File: config.mk
export PLATFORM = sky130hd
export DESIGN_NAME = mvrm_front
export DESIGN_NICKNAME = d
export VERILOG_FILES = /design/src/rtl/core/mvrm_pkg.sv /design/src/rtl/core/mvrm_front.sv
export SDC_FILE = /design/constraint.sdc
export NUM_CORES = 1
export LEC_CHECK = 0
export BUFFER_PORTS_ARGS = -buffer_cell sky130_fd_sc_hd__buf_2
export CAP_MARGIN = 15
export CORE_ASPECT_RATIO = 2
export CORE_MARGIN = 2
export CORE_UTILIZATION = 45
export DETAILED_ROUTE_END_ITERATION = 7
export RECOVER_POWER = 50
export SETUP_SLACK_MARGIN = 0.2
export SYNTH_ARGS = -nofsm -noshare
export SYNTH_HDL_FRONTEND = slang
export SYNTH_SLANG_ARGS = --single-unit
File: constraint.sdc
create_clock -name i_clk -period 7 [get_ports i_clk]
set_input_delay 1.4 -clock i_clk [delete_from_list [all_inputs] [get_ports i_clk]]
set_output_delay 1.4 -clock i_clk [all_outputs]
set_load 0.005 [all_outputs]
File: src/rtl/core/mvrm_pkg.sv
// shared types and constants of the resampling mixer
// no dependencies
package mvrm_pkg;

    localparam int VOICES_DEF      = 4;
    localparam int FRAMES_DEF      = 4096;
    localparam int FRAC_DEF        = 16;
    localparam int VOL_MAX         = 100;
    localparam int GAIN_RECIP      = 41944;   // 64/25 scaled by 2^14, rounded up
    localparam int STEP_ONE        = 65536;
    localparam int QUEUE_DEPTH     = 4;
    localparam int IN_DATA_W       = 88;
    localparam int OUT_DATA_W      = 40;

    typedef enum logic [2:0] {
        OP_LOAD   = 3'd0,
        OP_PLAY   = 3'd1,
        OP_STOP   = 3'd2,
        OP_PAUSE  = 3'd3,
        OP_RESUME = 3'd4,
        OP_ADJUST = 3'd5,
        OP_TICK   = 3'd6
    } t_op;

    typedef struct packed {
        t_op                op;
        logic [1:0]         voice;
        logic [11:0]        fidx;
        logic signed [15:0] left;
        logic signed [15:0] right;
        logic               loop;
        logic [16:0]        len;
        logic [8:0]         gain;
        logic [18:0]        step;
    } t_cmd;

    // volume*256/100 without a divider: exact for 0..100
    function automatic logic [8:0] gain_of(input logic [6:0] vol);
        logic [22:0] p;
        p = 23'(vol) * 23'(GAIN_RECIP);
        return p[22:14];
    endfunction

endpackage

File: src/rtl/core/mvrm_front.sv
// front end: accepts items, drops the ones that do nothing, queues commands
// depends on mvrm_pkg
module mvrm_front #(
    parameter int VOICES           = mvrm_pkg::VOICES_DEF,
    parameter int FRAMES_PER_VOICE = mvrm_pkg::FRAMES_DEF
) (
    input  logic                            i_clk,
    input  logic                            i_rst_n,
    input  logic                            i_s_tvalid,
    output logic                            o_s_tready,
    input  logic [mvrm_pkg::IN_DATA_W-1:0]  i_s_tdata,
    input  logic [2:0]                      i_s_tuser,
    output logic                            o_q_valid,
    output mvrm_pkg::t_cmd                  o_q_cmd,
    input  logic                            i_q_pop
);
    import mvrm_pkg::*;

    localparam int QPW = $clog2(QUEUE_DEPTH);

    t_cmd             r_buf [QUEUE_DEPTH];
    logic [QPW-1:0]   r_wp, r_rp;
    logic [QPW:0]     r_cnt;
    t_cmd             dec;
    logic             keep, push;
    logic [12:0]      count;
    logic [6:0]       vol;

    always_comb begin
        count     = i_s_tdata[59:47];
        vol       = i_s_tdata[66:60];
        dec.op    = t_op'(i_s_tuser);
        dec.voice = i_s_tdata[1:0];
        dec.fidx  = i_s_tdata[13:2];
        dec.left  = i_s_tdata[29:14];
        dec.right = i_s_tdata[45:30];
        dec.loop  = i_s_tdata[46];
        dec.len   = (32'(count) > FRAMES_PER_VOICE) ? 17'(FRAMES_PER_VOICE) : 17'(count);
        dec.gain  = gain_of((32'(vol) > VOL_MAX) ? 7'(VOL_MAX) : vol);
        dec.step  = i_s_tdata[85:67];
        if (i_s_tuser == 3'(OP_TICK)) begin
            keep = 1'b1;
        end else if (i_s_tuser > 3'(OP_TICK) || 32'(dec.voice) >= VOICES) begin
            keep = 1'b0;
        end else begin
            keep = (dec.op != OP_LOAD) || (32'(dec.fidx) < FRAMES_PER_VOICE);
        end
    end

    assign o_s_tready = (r_cnt != (QPW+1)'(QUEUE_DEPTH));
    assign push       = i_s_tvalid && o_s_tready && keep;
    assign o_q_valid  = (r_cnt != '0);
    assign o_q_cmd    = r_buf[r_rp];

    always_ff @(posedge i_clk) begin
        if (push) begin
            r_buf[r_wp] <= dec;
        end
    end

    always_ff @(posedge i_clk) begin
        if (!i_rst_n) begin
            r_wp  <= '0;
            r_rp  <= '0;
            r_cnt <= '0;
        end else begin
            if (push) begin
                r_wp <= r_wp + 1'b1;
            end
            if (i_q_pop) begin
                r_rp <= r_rp + 1'b1;
            end
            r_cnt <= r_cnt + (QPW+1)'(push) - (QPW+1)'(i_q_pop);
        end
    end

endmodule

==> flow_summary.yaml <==
yosys:
  synth-seq-cells: 373
  post_synth_num_cell_types: 44
  syn_inst: 711
  syn_avg_cell_area_sq_um: 21.4
  total_of_warnings_raised_by_yosys: 0
  postSynth.topFlopCell: "sky130_fd_sc_hd__edfxtp_1"
  syn_area_sq_mm: 0.0152
  synth_async_sr_flop_share_pct: 0
  number_of_flops_mapped_to_enable_cells_by_yosys: 364
  seq_area_frac_synth_pct: 72.9
setup_path:
  critical_path_class: "input port to flip-flop"
  worstReg2RegEnd: "r_buf[0][41]$_DFFE_PP_"
  regToRegSetupSlack_ns: 1.57
  critical_path.max_fanout: 59
  critical_path_buf_inv_count: 2
  critical_path.top_delay_family: "simple AND/OR/NAND/NOR gates"
  crit_path_start: "i_s_tuser[2]"
  reg2reg_depth: 5
  timing.critical_path.depth: 5
  worst_path_largest_cell_delay_ns: 3.28
  crit_path_end_kind: "flip-flop"
  critical_path.slowest_cell: "sky130_fd_sc_hd__and2_0"
  timing.critical_path.from_type: "input port"
  timing.critical_path.required_ns: 7.20
  crit_chain: "clkbuf_1 -> nand3_1 -> and3_1 -> and2_0 -> buf_4"
  rr_startpoint: "r_cnt[1]$_SDFF_PN0_"
  arrival_ns: 6.14
cts:
  cts_inserted_buffers: 31
  cts_sink_count: 373
  postCtsHoldBufs: 0
  path_clk_slew_ns: 0.07
  cts.path.max_buffers: 3
  postCtsSetupBuffers: 0
  clock-root-buffer: "sky130_fd_sc_hd__clkbuf_16"
  htree_num_levels: 1
  cts.repair.resized: 0
  worst_skew_pair.late_latency_ns: 0.57
  clock_tree_from_tritoncts: "yes"
power:
  power.total_mw: 5.58
  p_sw_share_pct: 24.7
  ir_worst_vdd_mv: 0.204
  internal-power_mw: 4.20
  share_clk_of_total_power_pct: 31.2
  power_leakage_nw: 6.05
  power.combinational.fraction_pct: 18.2
  power.density_cell_area_mw_per_mm2: 317
  power_switching_mw: 1.38
  sequential_group_share_of_total_power_pct: 50.6
sta:
  clock_skew_ns: 0.0133
  setup_violations: 0
  max_slew_margin_pct: -203
  post-route-min-period_ns: 5.93
  slew_violations: 112
  totalNegativeSetupSlack_ns: 0
  worstMarginPinSlew_ns: 4.55
  unrepaired_setup_endpoints_after_global_routing: "no"
  achievable-frequency_ghz: 0.169
  hold_viol_final: 0
  finalCritPeriodShare_pct: 84.7
min_path:
  min_path_cells: 2
  hold_path.class: "flip-flop to flip-flop"
  worst_hold_startpoint: "r_wp[1]$_SDFFE_PN0P_"
  min_delay_worst_endpoint: "r_wp[1]$_SDFFE_PN0P_"
global_route:
  grt_use_met1_pct: 17.3
  initial_antenna_violation_count: 3
  grt_pass1_wl_microns: 44400
  global_route.overflow_total: 0
  global_route.usage.met2_pct: 32.6
  number_of_global_route_vias_before_repair: 7800
  top_usage_layer: "met2"
  largest_net_degree_at_the_start_of_global_routing: 60
  groute.layer.met3.usage_pct: 2.96
  grt_usage_pct: 16.7
route:
  vias_per_cell: 5.26
  detailroute.via_count: 7213
  detail_route.wirelength_microns: 29300
  drtPass1Iterations: 4
  ant_nets: 0
  drt-wirelength-per-cell_microns: 21.4
  detailedRoute.firstIterationViolations: 332
  drt_drc_violations_left: 0
finish:
  layout.cells.most_common: "sky130_fd_sc_hd__edfxtp_1"
  sequential_cell_area_sq_mm: 0.0111
  num-fill-cells: 2766
  layout-drive-gt1-share_pct: 29.0
  multi_input_comb_area_sq_mm: 0.00386
  fin_nets: 1080
  layout-area-overhead-vs-synth_pct: 15.5
  stdcell_count: 1371
  layout.cells.most_common_list: "sky130_fd_sc_hd__edfxtp_1 (364), sky130_fd_sc_hd__buf_2 (114), sky130_fd_sc_hd__mux4_2 (91)"
outcome:
  failed_checks: "capacitance limit, slew limit"
  status: "finished, violations left"
placed_design:
  post-dp-hpwl_microns: 19100
  placed_cells_incl_taps: 1314
  gp_routability_congestion: 0.781
  io_buffers: 185
floorplan:
  fp.dieW_microns: 134
  core_area_sq_mm: 0.0335
  rows: 95
  dieArea_sq_mm: 0.0354
  floorplan.initialDensity_pct: 45.4
  dieHeight_microns: 264
  io_pins: 192
job:
  drv_cap: 2
==> synth_stat cells (all sizes together), types with 7 or more instances <==
library cell,n,share of area [%]
fa,19,2.5
dfxtp,9,1.2
buf,14,0.52
xnor2,8,0.46
edfxtp,364,72
and2,12,0.49
nor2b,16,0.66
clkbuf,15,0.37
ha,55,4.5
mux4,91,13
a21oi,7,0.23
inv,39,0.96
nor2,7,0.17
==> kinds of logic after synthesis <==
family / count (synthesis) / synth area share, %
AOI/OAI and AO/OA: 33 / 1.67
xor gates and xnor gates: 14 / 0.805
adders and majority gates: 74 / 7.01
buffers and inverters: 68 / 1.85
DFF: 373 / 72.9
muxes: 93 / 13.6
other: 1 / 0.0246
and+or+nand+nor: 55 / 2.11
==> through the flow <==
step           worst slack (ns)  util, %  hold slack [ns]  cell area, sq um
2_1_floorplan              1.51        -            0.528             15200
3_3_place_gp              0.883     49.7            0.564             16700
3_5_place_dp              0.813     49.7            0.555             16700
4_1_cts                    1.41     52.8            0.566             17700
5_1_grt                   0.647     52.5            0.603             17600
6_report                   1.07     52.5            0.562             17600
==> state kept, by name, indices dropped and copies added, names as in the netlist, named ones only <==
register,cells
r_buf,364
r_cnt,3
r_rp,2
r_wp,2
==> worst register-to-register path, stage by stage (launching register included) <==
cell and delay, ns:
sky130_fd_sc_hd__dfxtp_1 0.42, sky130_fd_sc_hd__nor2_1 0.06, sky130_fd_sc_hd__nand2_1 0.09, sky130_fd_sc_hd__and3_1 0.34, sky130_fd_sc_hd__and2_0 3.28, sky130_fd_sc_hd__buf_4 0.84
==> cell type report <==
| type | instances | share of cell area [%] |
|---|---|---|
| Sequential cell | 373 | 63.2 |
| Multi-Input combinational cell | 273 | 21.9 |
| Timing Repair Buffer | 193 | 5.10 |
| Clock buffer | 39 | 4.75 |
| Tap cell | 436 | 3.10 |
| Clock inverter | 17 | 1.12 |
| Inverter | 39 | 0.832 |
| Antenna cell | 1 | 0.0142 |
==> power by group through the flow <==
| stage | Clock (mW) | Sequential, mW | Combinational [mW] |
|---|---|---|---|
| final | 1.74 | 2.82 | 1.01 |
| after global routing | 1.88 | 2.84 | 1.13 |
| after CTS | 1.80 | 2.81 | 1.06 |
| after detailed placement | 0 | 2.86 | 1.05 |
| after global placement | 0 | 2.85 | 1.04 |
| after floorplan | 0 | 2.83 | 0.670 |
==> layer usage <==
metal | up-vias | part of all wire, %
li1 | 3268 | -
met1 | 3733 | 34
met2 | 152 | 58
met3 | 56 | 4.4
met4 | 4 | 3.4
met5 | - | 0.092
==> worst max-delay path by stage <==
| stage | end | slack [ns] |
|---|---|---|
| floorplan | r_buf[0][22]$_DFFE_PP_ | 1.51 |
| global placement | r_buf[2][27]$_DFFE_PP_ | 0.88 |
| detailed placement | r_buf[1][27]$_DFFE_PP_ | 0.81 |
| CTS | r_buf[1][27]$_DFFE_PP_ | 1.41 |
| global route | r_buf[0][41]$_DFFE_PP_ | 0.65 |
| finish | r_buf[0][41]$_DFFE_PP_ | 1.07 |
No activity file was read; power rests on OpenSTA's default activity.
